==> config.mk <==
export PLATFORM = sky130hd
export DESIGN_NAME = polyline_grid_rasterizer_top
export DESIGN_NICKNAME = d
export VERILOG_FILES = /design/src/hdl/pgr_pkg.sv /design/src/hdl/pgr_line_unit.sv /design/src/hdl/polyline_grid_rasterizer_top.sv
export SDC_FILE = /design/constraint.sdc
export NUM_CORES = 1
export LEC_CHECK = 0
export ABC_AREA = 0
export BUFFER_PORTS_ARGS = -buffer_cell sky130_fd_sc_hd__buf_4
export CAP_MARGIN = 20
export CORE_MARGIN = 1
export CORE_UTILIZATION = 62
export CTS_CLUSTER_DIAMETER = 120
export CTS_CLUSTER_SIZE = 24
export DETAILED_ROUTE_END_ITERATION = 6
export PLACE_DENSITY_LB_ADDON = 0.15
export SYNTH_ARGS = -nofsm -noshare
export SYNTH_HDL_FRONTEND = slang
export SYNTH_HIERARCHICAL = 1
export SYNTH_SLANG_ARGS = --single-unit
==> constraint.sdc <==
create_clock -name clock -period 4.7 [get_ports clock]
set_input_delay 0.47 -clock clock [delete_from_list [all_inputs] [get_ports clock]]
set_output_delay 0.47 -clock clock [all_outputs]
set_load 0.05 [all_outputs]
==> src/hdl/pgr_pkg.sv <==
// Shared types and constants of the polyline grid rasterizer.
`default_nettype none

package pgr_pkg;

   localparam int COORD_W       = 6;
   localparam int DATA_W        = 16;
   localparam int GRID_SIZE_DEF = 64;
   localparam int ERR_W         = COORD_W + 2;

   typedef enum logic [1:0] {
      ST_IDLE,
      ST_RUN,
      ST_FINAL
   } state_type;

   typedef struct packed {
      logic load;
      logic step;
   } line_ctl_type;

   typedef struct packed {
      logic last_step;
   } line_stat_type;

endpackage

`default_nettype wire

==> src/hdl/pgr_line_unit.sv <==
// Bresenham step unit: holds the current point and error term, advances one point a cycle while its step input is set.
`default_nettype none

module pgr_line_unit
   import pgr_pkg::*;
(
   input  wire logic               clock,
   input  wire line_ctl_type       ctl,
   input  wire logic [COORD_W-1:0] start_x,
   input  wire logic [COORD_W-1:0] start_y,
   input  wire logic [COORD_W-1:0] end_x,
   input  wire logic [COORD_W-1:0] end_y,
   output logic [COORD_W-1:0]      cur_x,
   output logic [COORD_W-1:0]      cur_y,
   output line_stat_type           stat
);

   logic [COORD_W-1:0]      cx_ff, cx_in, cy_ff, cy_in;
   logic [COORD_W-1:0]      ex_ff, ex_in, ey_ff, ey_in;
   logic [COORD_W-1:0]      dx_ff, dx_in, dy_ff, dy_in;
   logic                    sx_ff, sx_in, sy_ff, sy_in;
   logic signed [ERR_W-1:0] err_ff, err_in;
   logic signed [ERR_W:0]   e2;
   logic signed [ERR_W:0]   dx_s;
   logic signed [ERR_W:0]   dy_s;
   logic                    mov_x;
   logic                    mov_y;
   logic [COORD_W-1:0]      nx;
   logic [COORD_W-1:0]      ny;
   logic [COORD_W-1:0]      ld_dx;
   logic [COORD_W-1:0]      ld_dy;

   always_comb begin
      ld_dx = (end_x >= start_x) ? end_x - start_x : start_x - end_x;
      ld_dy = (end_y >= start_y) ? end_y - start_y : start_y - end_y;

      // The error term is doubled and compared against -dy and dx.
      e2    = {err_ff, 1'b0};
      dx_s  = signed'({3'b000, dx_ff});
      dy_s  = signed'({3'b000, dy_ff});
      mov_x = e2 > -dy_s;
      mov_y = e2 < dx_s;

      nx = cx_ff;
      ny = cy_ff;
      if (mov_x) begin
         nx = sx_ff ? cx_ff + COORD_W'(1) : cx_ff - COORD_W'(1);
      end
      if (mov_y) begin
         ny = sy_ff ? cy_ff + COORD_W'(1) : cy_ff - COORD_W'(1);
      end

      cx_in  = cx_ff;
      cy_in  = cy_ff;
      ex_in  = ex_ff;
      ey_in  = ey_ff;
      dx_in  = dx_ff;
      dy_in  = dy_ff;
      sx_in  = sx_ff;
      sy_in  = sy_ff;
      err_in = err_ff;

      if (ctl.load) begin
         cx_in  = start_x;
         cy_in  = start_y;
         ex_in  = end_x;
         ey_in  = end_y;
         dx_in  = ld_dx;
         dy_in  = ld_dy;
         sx_in  = start_x < end_x;
         sy_in  = start_y < end_y;
         err_in = signed'({2'b00, ld_dx}) - signed'({2'b00, ld_dy});
      end else if (ctl.step) begin
         cx_in  = nx;
         cy_in  = ny;
         err_in = err_ff - (mov_x ? signed'({2'b00, dy_ff}) : ERR_W'(0))
                         + (mov_y ? signed'({2'b00, dx_ff}) : ERR_W'(0));
      end
   end

   always_ff @(posedge clock) begin
      cx_ff  <= cx_in;
      cy_ff  <= cy_in;
      ex_ff  <= ex_in;
      ey_ff  <= ey_in;
      dx_ff  <= dx_in;
      dy_ff  <= dy_in;
      sx_ff  <= sx_in;
      sy_ff  <= sy_in;
      err_ff <= err_in;
   end

   assign cur_x          = cx_ff;
   assign cur_y          = cy_ff;
   assign stat.last_step = (nx == ex_ff) && (ny == ey_ff);

endmodule

`default_nettype wire

==> src/hdl/polyline_grid_rasterizer_top.sv <==
// Top level of the polyline grid rasterizer: waypoint sequencer and output word register.
`default_nettype none

// Channel   Dir  Word contents
// req_      in   tdata[5:0] waypoint_x, tdata[11:6] waypoint_y, tlast final_waypoint
// rsp_      out  tdata[5:0] point_x, tdata[11:6] point_y, tuser run_last, tlast path_end
//
// A waypoint is accepted while the sequencer is idle. The single Bresenham step
// unit then walks the segment one grid point at a time, and a final waypoint
// adds the end point of the path; no waypoint is accepted during the walk.
// Reset is synchronous and active high and clears the held waypoint and the output.
// A stalled output holds the step unit; the next waypoint is taken while the last
// point still waits in the output register.

module polyline_grid_rasterizer_top
   import pgr_pkg::*;
#(
   parameter int GRID_SIZE = GRID_SIZE_DEF
)
(
   input  wire logic              clock,
   input  wire logic              reset,
   input  wire logic              req_tvalid,
   output logic                   req_tready,
   input  wire logic [DATA_W-1:0] req_tdata,  // waypoint_x, waypoint_y, zero fill
   input  wire logic              req_tlast,  // final_waypoint
   output logic                   rsp_tvalid,
   input  wire logic              rsp_tready,
   output logic [DATA_W-1:0]      rsp_tdata,  // point_x, point_y, zero fill
   output logic                   rsp_tuser,  // run_last
   output logic                   rsp_tlast   // path_end
);

   localparam logic [COORD_W-1:0] MAX_COORD = COORD_W'(GRID_SIZE - 1);

   state_type          state_ff, state_in;
   logic               have_prev_ff, have_prev_in;
   logic [COORD_W-1:0] prev_x_ff, prev_x_in, prev_y_ff, prev_y_in;
   logic [COORD_W-1:0] tgt_x_ff, tgt_x_in, tgt_y_ff, tgt_y_in;
   logic               fin_ff, fin_in;
   logic               rsp_valid_ff, rsp_valid_in;
   logic [COORD_W-1:0] rsp_x_ff, rsp_x_in, rsp_y_ff, rsp_y_in;
   logic               rsp_last_ff, rsp_last_in;
   logic               rsp_end_ff, rsp_end_in;

   logic               accept;
   logic               slot_free;
   logic [COORD_W-1:0] in_x;
   logic [COORD_W-1:0] in_y;
   logic [COORD_W-1:0] raw_x;
   logic [COORD_W-1:0] raw_y;
   line_ctl_type       line_ctl;
   line_stat_type      line_stat;
   logic [COORD_W-1:0] cur_x;
   logic [COORD_W-1:0] cur_y;

   pgr_line_unit u_line (
      .clock   (clock),
      .ctl     (line_ctl),
      .start_x (prev_x_ff),
      .start_y (prev_y_ff),
      .end_x   (in_x),
      .end_y   (in_y),
      .cur_x   (cur_x),
      .cur_y   (cur_y),
      .stat    (line_stat)
   );

   always_comb begin
      // Coordinates past the grid edge are pinned to the last column or row.
      raw_x = req_tdata[COORD_W-1:0];
      raw_y = req_tdata[2*COORD_W-1:COORD_W];
      in_x  = (raw_x > MAX_COORD) ? MAX_COORD : raw_x;
      in_y  = (raw_y > MAX_COORD) ? MAX_COORD : raw_y;

      req_tready = (state_ff == ST_IDLE);
      accept     = req_tvalid && req_tready;
      slot_free  = !rsp_valid_ff || rsp_tready;

      state_in     = state_ff;
      have_prev_in = have_prev_ff;
      prev_x_in    = prev_x_ff;
      prev_y_in    = prev_y_ff;
      tgt_x_in     = tgt_x_ff;
      tgt_y_in     = tgt_y_ff;
      fin_in       = fin_ff;
      rsp_valid_in = rsp_valid_ff && !rsp_tready;
      rsp_x_in     = rsp_x_ff;
      rsp_y_in     = rsp_y_ff;
      rsp_last_in  = rsp_last_ff;
      rsp_end_in   = rsp_end_ff;
      line_ctl     = '0;

      case (state_ff)
         ST_IDLE: begin
            if (accept) begin
               if (!have_prev_ff) begin
                  // First waypoint of a path is only remembered, unless it is also the final one.
                  if (!req_tlast) begin
                     have_prev_in = 1'b1;
                     prev_x_in    = in_x;
                     prev_y_in    = in_y;
                  end
               end else begin
                  line_ctl.load = 1'b1;
                  tgt_x_in      = in_x;
                  tgt_y_in      = in_y;
                  fin_in        = req_tlast;
                  if (req_tlast) begin
                     have_prev_in = 1'b0;
                     prev_x_in    = '0;
                     prev_y_in    = '0;
                  end else begin
                     prev_x_in = in_x;
                     prev_y_in = in_y;
                  end
                  if ((prev_x_ff != in_x) || (prev_y_ff != in_y)) begin
                     state_in = ST_RUN;
                  end else if (req_tlast) begin
                     state_in = ST_FINAL;
                  end
               end
            end
         end
         ST_RUN: begin
            if (slot_free) begin
               line_ctl.step = 1'b1;
               rsp_valid_in  = 1'b1;
               rsp_x_in      = cur_x;
               rsp_y_in      = cur_y;
               rsp_end_in    = 1'b0;
               rsp_last_in   = line_stat.last_step && !fin_ff;
               if (line_stat.last_step) begin
                  state_in = fin_ff ? ST_FINAL : ST_IDLE;
               end
            end
         end
         ST_FINAL: begin
            // The end point of the path closes both the run and the path.
            if (slot_free) begin
               rsp_valid_in = 1'b1;
               rsp_x_in     = tgt_x_ff;
               rsp_y_in     = tgt_y_ff;
               rsp_last_in  = 1'b1;
               rsp_end_in   = 1'b1;
               state_in     = ST_IDLE;
            end
         end
         default: begin
            state_in = ST_IDLE;
         end
      endcase
   end

   always_ff @(posedge clock) begin
      if (reset) begin
         state_ff     <= ST_IDLE;
         have_prev_ff <= 1'b0;
         prev_x_ff    <= '0;
         prev_y_ff    <= '0;
         rsp_valid_ff <= 1'b0;
      end else begin
         state_ff     <= state_in;
         have_prev_ff <= have_prev_in;
         prev_x_ff    <= prev_x_in;
         prev_y_ff    <= prev_y_in;
         rsp_valid_ff <= rsp_valid_in;
      end
   end

   always_ff @(posedge clock) begin
      tgt_x_ff    <= tgt_x_in;
      tgt_y_ff    <= tgt_y_in;
      fin_ff      <= fin_in;
      rsp_x_ff    <= rsp_x_in;
      rsp_y_ff    <= rsp_y_in;
      rsp_last_ff <= rsp_last_in;
      rsp_end_ff  <= rsp_end_in;
   end

   assign rsp_tvalid = rsp_valid_ff;
   assign rsp_tdata  = {(DATA_W - 2*COORD_W)'(0), rsp_y_ff, rsp_x_ff};
   assign rsp_tuser  = rsp_last_ff;
   assign rsp_tlast  = rsp_end_ff;

endmodule

`default_nettype wire
==> results.cfg, run 1 <==
[outcome]
outcome = finished clean

[sta]
fmax_mhz = 227
fin_crit_ns = 4.41
rsz0062_at_grt = false
setup_tns_ns = 0
holdWs_ns = 0.340
slew_headroom_pct = 41.5
tightestPinTransition_ns = 0.877
finalHoldViolCount = 0
finalWorstSetupSlack_ns = 0.286
period_share_pct = 93.9
drv_slew = 0
skew_ns = 0.00778
setup_viol = 0

[final_layout]
antennaDiodeCount = 0
syn_to_final_growth_pct = 8.33
fin_util_pct = 69.5
drive_gt1_share_pct = 14.2
fillers = 773
nets = 778

[pwr]
p_comb_share_pct = 61.2
vdd_ir_drop_max_uv = 467
p_leak_uw = 0.00306
power_density_mw_per_mm2 = 686
p_clk_share_pct = 11.2
seq_power_share_pct = 27.6
p_sw_share_pct = 44.9
p_sw_uw = 2220
internal-power_uw = 2730

[floorplan]
initial_core_util_pct = 64.2
die_w_um = 106
rows = 37
io_pins = 41
die_h_um = 106
coreArea_mm2 = 0.0104
dieArea_mm2 = 0.0112

[yosys]
synthTopCellsByArea = edfxtp_1, ha_1, inv_1
synth_area_mm2 = 0.00666
ys_seq_elements = 89
synthArstFlopShare_pct = 0
syn_avg_cell_area_um2 = 10.1
synth_edf_count = 73
syn_inst = 657
synth_seq_area_share_pct = 37.7
ys_warn_count = 6
synth_top_area_cell = edfxtp_1
synth.distinct_cells = 71
yosysTopAreaCellShare_pct = 32.9
ys.flop_type = edfxtp_1

[job]
max-cap-violations = 0

[cts]
clock_sinks = 89
htreeDepth = 3
clock_path_buffers = 2
hold_buffers = 0
clock_latency_ns = 0.37
numCtsBuffers = 9
clk_pin_slew_ns = 0.10
cts_tree = yes
root_buffer = clkbuf_8

[setup_path]
critical_path_class = register to register
r2r_slack_ns = 0.29
cp_common_cell = ha_1
worstSetupStartpointType = register
cp_slowest_cell = fa_1
r2r_end = u_line/err_ff[6]
reg2regPathDepth = 17
cp.arrival_ns = 4.52
crit_chain = inv_1 -> ha_1 -> nor4bb_1 -> ha_1 -> nand4_2 -> o32ai_4 -> inv_2 -> and3_1 -> fa_1 -> inv_1 -> ha_1 -> a21oi_1 -> o21bai_2 -> a21o_1 -> a21oi_1 -> xor2_1 -> o21ai_0
cp.required_ns = 4.80
cp_max_fo = 9
end_kind = register
max_stage_delay_ns = 0.50
r2r-start = u_line/dy_ff[0]

[route]
wirelength_um = 14900
via_count = 4837
routedWlPerCell_um = 18.1
drt_first_pass_iters = 4
route.detailed.drc = 0
initialDrtViolationCount = 314
ant_nets = 0
avgViaCountPerCell = 5.89

[min_path]
worstHoldEndpoint = fin_ff
hold-path-cell-count = 1
min_from = req_tlast
hp-class = input pin to register

[placement]
gp_congestion = 0.874
port_buffers = 32
dpl.hpwl_um = 11300
post-place-ws_ns = 0.204

[grt]
grt_max_degree = 33
grt_pass1_wl_um = 24000
grt_pass1_vias = 4857
antenna_found_initial = 0
grt_overflow = 0
track_usage_pct = 28.4
[registers in the layout, indices dropped and copies added, names as in the netlist, 6 cells and up]
| signal | cells |
|---|---|
| prev_x_ff | 6 |
| prev_y_ff | 6 |
| rsp_x_ff | 6 |
| rsp_y_ff | 6 |
| tgt_x_ff | 6 |
| tgt_y_ff | 6 |
| u_line/cur_x | 6 |
| u_line/cur_y | 6 |
| u_line/dx_ff | 6 |
| u_line/dy_ff | 6 |
| u_line/err_ff | 8 |
| u_line/ex_ff | 6 |
| u_line/ey_ff | 6 |
[final cells by class]
class                           instances  area [µm²]  share of cell area [%]
Multi-Input combinational cell        454        3710                    51.5
Clock inverter                          7        77.6                    1.08
Sequential cell                        89        2510                    34.8
Inverter                               89         334                    4.63
Timing Repair Buffer                   37         278                    3.85
Clock buffer                            9         124                    1.72
Tap cell                              136         170                    2.36
[power groups by stage]
| stage | Combinational [µW] | Clock, µW | Sequential, µW |
|---|---|---|---|
| floorplan | 2120 | 0 | 1510 |
| global placement | 2800 | 0 | 1380 |
| detailed placement | 2920 | 0 | 1380 |
| CTS | 2950 | 555 | 1370 |
| global route | 3340 | 588 | 1390 |
| finish | 3030 | 552 | 1370 |
[repair_timing]
item | CTS | global route
gates resized for setup | 0 | 4
setup buffers | 0 | 0
endpoints found under the setup margin | 0 | 3
[stage by stage]
stage	total power [µW]	area (µm²)	instances
2_1_floorplan	3630	6670	660
4_1_cts	4870	7190	820
3_5_place_dp	4310	6980	804
5_1_grt	5320	7210	821
6_report	4950	7210	821
3_3_place_gp	4180	6980	804
[logic make-up (layout without fill, tap and decap cells)]
kind of cell,count (synthesis),after routing,share of synthesized area [%]
mux,34,34,5.45
buf+inv,117,142,6.90
simple gates,152,152,12.5
compound gates,128,128,13.2
fa+ha+maj,77,77,15.9
other cells,1,4,0.0563
xor+xnor,59,59,8.29
flops,89,89,37.7
[worst max path at each step]
stage	slack [ns]	end	start	depth (start not counted)
after floorplan	0.54	u_line/err_ff[7]	u_line/dy_ff[0]	18
after global placement	0.33	u_line/err_ff[7]	u_line/dy_ff[0]	18
after detailed placement	0.20	u_line/err_ff[7]	u_line/dy_ff[0]	18
after CTS	0.20	u_line/err_ff[7]	u_line/dy_ff[0]	18
after global routing	0.007	u_line/err_ff[6]	u_line/dy_ff[0]	17
final	0.29	u_line/err_ff[6]	u_line/dy_ff[0]	17
[placed cells by master (no fill, tap or decap), types with 4 or more instances in the layout]
cell type   n
a211oi_1    6
a21o_1     11
a21oi_1    35
a21oi_2     4
a22oi_1     6
and3_1      8
buf_4      37
clkbuf_8    9
conb_1      4
dfxtp_1    16
edfxtp_1   73
fa_1       13
ha_1       64
inv_1      87
mux2_2     18
mux2i_1    16
nand2_1    31
nand2b_1   10
nand3_1    18
nand4_1     6
nor2_1     36
nor2b_1     9
nor3_1     10
o21a_1      4
o21ai_0    17
o21ai_1    11
o21bai_1    6
xnor2_1    30
xor2_1     26
[worst max-delay path, delay by kind of cell, from the launching register on]
family,cells,cell delay (ns)
flip-flops,1,0.41
buffers and inverters,3,0.32
AND/OR/NAND/NOR,3,0.78
XOR/XNOR,1,0.15
AO/OA/AOI/OAI,6,1.13
adder cells (fa/ha/maj),4,1.35
[synthesized netlist by cell type, types with 3 or more instances]
library cell and number:
a31oi_1 3, and3_1 9, a211oi_1 6, clkbuf_1 19, fa_1 13, nand2_1 31, nand3_1 18, nor3_1 10
mux2_2 18, nor2b_1 9, a21oi_1 37, nor2_1 36, mux2i_1 16, a22oi_1 6, a21o_1 11, o21ai_1 11
nor4_4 3, buf_2 3, buf_4 4, inv_1 87, nand2b_1 10, o21bai_1 7, ha_1 64, nand4_1 6
xor2_1 26, o211ai_1 3, dfxtp_1 16, o21ai_0 17, o21a_1 4, xnor2_1 30, edfxtp_1 73
[routing by layer]
metal | GRT usage (%) | up-vias | share of wire [%]
met1 | 36.9 | 2307 | 43
met5 | 0 | - | 0
met3 | 3.34 | 34 | 5.5
met4 | 12.7 | 0 | 2.9
met2 | 47.9 | 165 | 48
li1 | - | 2331 | -
(Power assumes the default switching activity.)
==> inputs of run 2 (changes only) <==
--- a/config.mk
+++ b/config.mk
@@ -6,7 +6,7 @@
 export NUM_CORES = 1
 export LEC_CHECK = 0
 export ABC_AREA = 0
-export BUFFER_PORTS_ARGS = -buffer_cell sky130_fd_sc_hd__buf_4
+export BUFFER_PORTS_ARGS = -buffer_cell sky130_fd_sc_hd__buf_2
 export CAP_MARGIN = 20
 export CORE_MARGIN = 1
 export CORE_UTILIZATION = 62
==> constraint.sdc (replaced) <==
create_clock -name clock -period 4.7 [get_ports clock]
set_input_delay 0.94 -clock clock [delete_from_list [all_inputs] [get_ports clock]]
set_output_delay 0.94 -clock clock [all_outputs]
set_load 0.05 [all_outputs]
==> results.cfg, run 2 (synthesis results as in run 1) <==
[route]
wirelength_um = 14300
routedWlPerCell_um = 17.3
route.detailed.drc = 0
via_count = 4816
avgViaCountPerCell = 5.85
initialDrtViolationCount = 284
ant_nets = 0
drt_first_pass_iters = 7

[final_layout]
nets = 780
largest_reg_flops = 8
multi_input_area_mm2 = 0.00371
drive_gt1_share_pct = 14.4
regArea_mm2 = 0.00251
antennaDiodeCount = 0
syn_to_final_growth_pct = 7.39
layout_common_cells = inv_1, edfxtp_1, ha_1
layout_commonest_cell = inv_1
fillers = 797
largest-register = u_line/err_ff

[setup_path]
critical_path_class = register to register
r2r-start = u_line/dy_ff[0]
reg2regPathDepth = 18
r2r_slack_ns = 0.27
max_stage_delay_ns = 0.58
crit_end = u_line/err_ff[7]
r2r_end = u_line/err_ff[7]
cp.required_ns = 4.83
cp_max_fo = 4
worstSetupStartpointType = register
cp.arrival_ns = 4.56
cp_slowest_cell = fa_1
end_kind = register
crit_chain = inv_1 -> ha_2 -> nor4bb_2 -> ha_1 -> a21o_1 -> a2111oi_4 -> o21a_1 -> nor3_1 -> fa_1 -> inv_1 -> ha_1 -> a21o_1 -> a21oi_1 -> o21bai_1 -> a21oi_2 -> o21bai_1 -> mux2i_1 -> nand3_1
startpoint = u_line/dy_ff[0]

[sta]
slew_headroom_pct = 45.4
fin_crit_ns = 4.43
skew_ns = 0.0102
rsz0062_at_grt = false
setup_viol = 0
period_share_pct = 94.3
finalHoldViolCount = 0
setup_tns_ns = 0
drv_slew = 0
fmax_mhz = 226
tightestPinTransition_ns = 0.818
finalWorstSetupSlack_ns = 0.269

[grt]
grt_overflow = 0
track_usage_pct = 26.9
grt_max_degree = 29
grt_pass1_vias = 4683
antenna_found_initial = 0
grt_pass1_wl_um = 22800

[cts]
clk_pin_slew_ns = 0.10
numCtsBuffers = 9
hold_buffers = 0
root_buffer = clkbuf_8
clock_sinks = 89
cts_tree = yes
clock_latency_ns = 0.37
clock_path_buffers = 2
htreeDepth = 3

[pwr]
power_density_mw_per_mm2 = 686
vdd_ir_drop_max_uv = 418
p_sw_share_pct = 44.4
internal-power_uw = 2730
seq_power_share_pct = 27.8
p_comb_share_pct = 60.8
p_clk_share_pct = 11.4
power_uw = 4900
p_sw_uw = 2170
p_leak_uw = 0.00304

[placement]
port_buffers = 32
post-place-ws_ns = 0.167
dpl.hpwl_um = 11000
gp_congestion = 0.892

[floorplan]
initial_core_util_pct = 64.2
dieArea_mm2 = 0.0112
die_h_um = 106
rows = 37
die_w_um = 106
io_pins = 41
coreArea_mm2 = 0.0104

[job]
max-cap-violations = 0

[min_path]
min_from = prev_y_ff[5]
hold-path-cell-count = 2
hp-class = register to register

[outcome]
outcome = finished clean
run 2: cell type report:
cell class	instances	area share [%]
Multi-Input combinational cell	454	51.9
Sequential cell	89	35.1
Inverter	89	4.67
Timing Repair Buffer	39	2.98
Tap cell	136	2.38
Clock buffer	9	1.73
Clock inverter	7	1.19
run 2: timing repair:
| item | 4_1_cts | 5_1_grt |
|---|---|---|
| resized for setup | 0 | 3 |
| endpoints found under the setup margin | 0 | 3 |
| buffers inserted | 0 | 1 |
| hold endpoints to repair | 0 | 0 |
run 2: power groups by stage:
stage / Combinational (µW) / Clock (µW) / Sequential [µW]
floorplan: 2120 / 0 / 1510
global placement: 2790 / 0 / 1370
detailed placement: 2890 / 0 / 1380
CTS: 2920 / 567 / 1360
global route: 3310 / 596 / 1380
finish: 2980 / 559 / 1360
run 2: worst min-delay path by stage:
stage,endpoint,slack [ns]
after floorplan,prev_y_ff[5],0.47
after global placement,prev_y_ff[5],0.49
after detailed placement,prev_y_ff[5],0.52
after CTS,prev_y_ff[5],0.53
after global routing,prev_y_ff[5],0.56
final,prev_y_ff[5],0.53
run 2: through the flow:
| step | hold WS (ns) | cells | area, µm² | utilization [%] |
|---|---|---|---|---|
| after floorplan | 0.467 | 660 | 6670 | - |
| after global placement | 0.491 | 805 | 6910 | 66.7 |
| after detailed placement | 0.516 | 805 | 6910 | 66.7 |
| after CTS | 0.530 | 821 | 7120 | 68.7 |
| after global routing | 0.556 | 823 | 7150 | 68.9 |
| final | 0.532 | 823 | 7150 | 68.9 |
run 2: per-layer routing:
layer  vias to the layer above  global-route usage (%)  routed length [µm]
met5                         -                       0                   0
met4                         0                    14.9                 694
met3                        48                    4.64                 675
li1                       2338                       -                   -
met1                      2286                    34.2                6240
met2                       144                    43.7                6660
run 2: worst max-delay path, delay by kind of cell (launching register included):
| family | cells | cell delay (ns) |
|---|---|---|
| mux | 1 | 0.14 |
| fa+ha+maj | 4 | 1.39 |
| flops | 1 | 0.45 |
| simple gates | 3 | 0.43 |
| buf+inv | 2 | 0.19 |
| compound gates | 8 | 1.58 |
==> inputs of run 3 (changes only) <==
--- a/config.mk
+++ b/config.mk
@@ -14,6 +14,7 @@
 export CTS_CLUSTER_SIZE = 24
 export DETAILED_ROUTE_END_ITERATION = 6
 export PLACE_DENSITY_LB_ADDON = 0.15
+export RECOVER_POWER = 100
 export SYNTH_ARGS = -nofsm -noshare
 export SYNTH_HDL_FRONTEND = slang
 export SYNTH_HIERARCHICAL = 1
==> results.cfg, run 3 (synthesis results as in run 1) <==
[outcome]
outcome = finished, violations left
violations = capacitance limit, slew limit

[pwr]
power_uw = 4830
power_density_mw_per_mm2 = 684
p_leak_uw = 0.00294
vdd_ir_drop_max_uv = 416

[setup_path]
r2r_slack_ns = 0.17
cp.arrival_ns = 4.79
cp_slowest_cell = nor4_1
reg2regPathDepth = 16
critical_path_class = register to register
r2r-start = u_line/dy_ff[0]
end_kind = register
cp_max_fo = 7
cp_common_cell = a21o_1
worstSetupStartpointType = register
crit_chain = inv_1 -> ha_2 -> nor4bb_2 -> ha_1 -> a21o_1 -> a2111oi_4 -> o21ai_1 -> buf_2 -> a21o_1 -> a211oi_2 -> nand4_1 -> nor4_1 -> nand2b_1 -> a21oi_1 -> nor2_1 -> a2111oi_2
r2r_end = state_ff[1]
startpoint = u_line/dy_ff[0]
max_stage_delay_ns = 0.63
crit_end = state_ff[1]
cp.required_ns = 4.96

[floorplan]
rows = 37
dieArea_mm2 = 0.0112
initial_core_util_pct = 64.2
io_pins = 41
coreArea_mm2 = 0.0104
die_h_um = 106
die_w_um = 106

[sta]
period_share_pct = 96.4
skew_ns = 0.00921
rsz0062_at_grt = false
setup_tns_ns = 0
drv_slew = 21
tightestPinTransition_ns = 1.67
setup_viol = 0
finalHoldViolCount = 0
fin_crit_ns = 4.53
fmax_mhz = 221
slew_headroom_pct = -11.3

[route]
drt_first_pass_iters = 5
avgViaCountPerCell = 5.83
routedWlPerCell_um = 17.3
route.detailed.drc = 0
wirelength_um = 14300
via_count = 4798
initialDrtViolationCount = 278
ant_nets = 0

[cts]
cts_tree = yes
clock_path_buffers = 2
htreeDepth = 3
hold_buffers = 0
root_buffer = clkbuf_8
clock_sinks = 89
clk_pin_slew_ns = 0.10
numCtsBuffers = 9
clock_latency_ns = 0.37

[min_path]
hp-class = register to register

[grt]
grt_pass1_vias = 4683
grt_pass1_wl_um = 22800
track_usage_pct = 26.9
grt_overflow = 0
grt_max_degree = 29
antenna_found_initial = 0

[final_layout]
largest_reg_flops = 8
fillers = 818
layout_commonest_cell = inv_1
largest-register = u_line/err_ff
antennaDiodeCount = 0
nets = 780
layout_common_cells = inv_1, edfxtp_1, ha_1
drive_gt1_share_pct = 8.44
syn_to_final_growth_pct = 6.20

[placement]
port_buffers = 32
gp_congestion = 0.892
dpl.hpwl_um = 11000

[job]
max-cap-violations = 1
run 3: changes by cell type in the layout (fill, tap and decap cells not counted), moves of 3 or more:
| cell | change |
|---|---|
| buf_2 | -28 |
| buf_4 | -5 |
| clkbuf_1 | +31 |
| mux2_1 | +3 |
| mux2_2 | -3 |
| o21ai_0 | +5 |
| o21ai_1 | -4 |
run 3: layer usage:
metal	GRT usage (%)	up-vias	wire, µm
met5	0	-	0
met1	34.2	2295	6370
li1	-	2332	-
met4	14.9	0	651
met2	43.7	128	6650
met3	4.64	43	581
run 3: report_power, final:
group	switching, µW	internal (µW)
clock network	303	256
registers	151	1220
logic	1700	1210
total	2160	2680
run 3: worst min-delay path by stage:
stage                            start            to  slack [ns]  cells after the start
final                     prev_y_ff[5]  prev_y_ff[5]        0.53                      2
after floorplan           prev_y_ff[5]  prev_y_ff[5]        0.47                      2
after detailed placement  prev_y_ff[5]  prev_y_ff[5]        0.52                      2
after CTS                 prev_y_ff[5]  prev_y_ff[5]        0.53                      2
after global placement    prev_y_ff[5]  prev_y_ff[5]        0.49                      2
after global routing      prev_y_ff[5]  prev_y_ff[5]        0.56                      2
run 3: worst max-delay path, delay by kind of cell (launching register included):
kind,cells,cell delay (ns)
adders and majority gates,2,0.53
buffers and inverters,2,0.34
AOI/OAI and AO/OA,7,1.81
DFF,1,0.45
and+or+nand+nor,5,1.31
run 3: layout make-up:
cell class | count | area, µm² | area share (%)
Timing Repair Buffer | 39 | 166 | 2.35
Clock buffer | 9 | 124 | 1.75
Multi-Input combinational cell | 454 | 3680 | 52.0
Sequential cell | 89 | 2510 | 35.5
Clock inverter | 7 | 85.1 | 1.20
Tap cell | 136 | 170 | 2.41
Inverter | 89 | 334 | 4.73
run 3: stage by stage:
stage / cell area (µm²) / util, % / worst slack, ns / hold slack, ns / instances
floorplan: 6670 / - / 0.537 / 0.467 / 660
detailed placement: 6910 / 66.7 / 0.167 / 0.516 / 805
CTS: 7120 / 68.7 / 0.157 / 0.530 / 821
finish: 7070 / 68.2 / 0.170 / 0.530 / 823
global route: 7070 / 68.2 / 0.00703 / 0.556 / 823
global placement: 6910 / 66.7 / 0.269 / 0.491 / 805
run 3: repair_timing:
item	in CTS	in global routing
gates resized for setup	0	3
setup endpoints to repair	0	3
buffers inserted	0	1
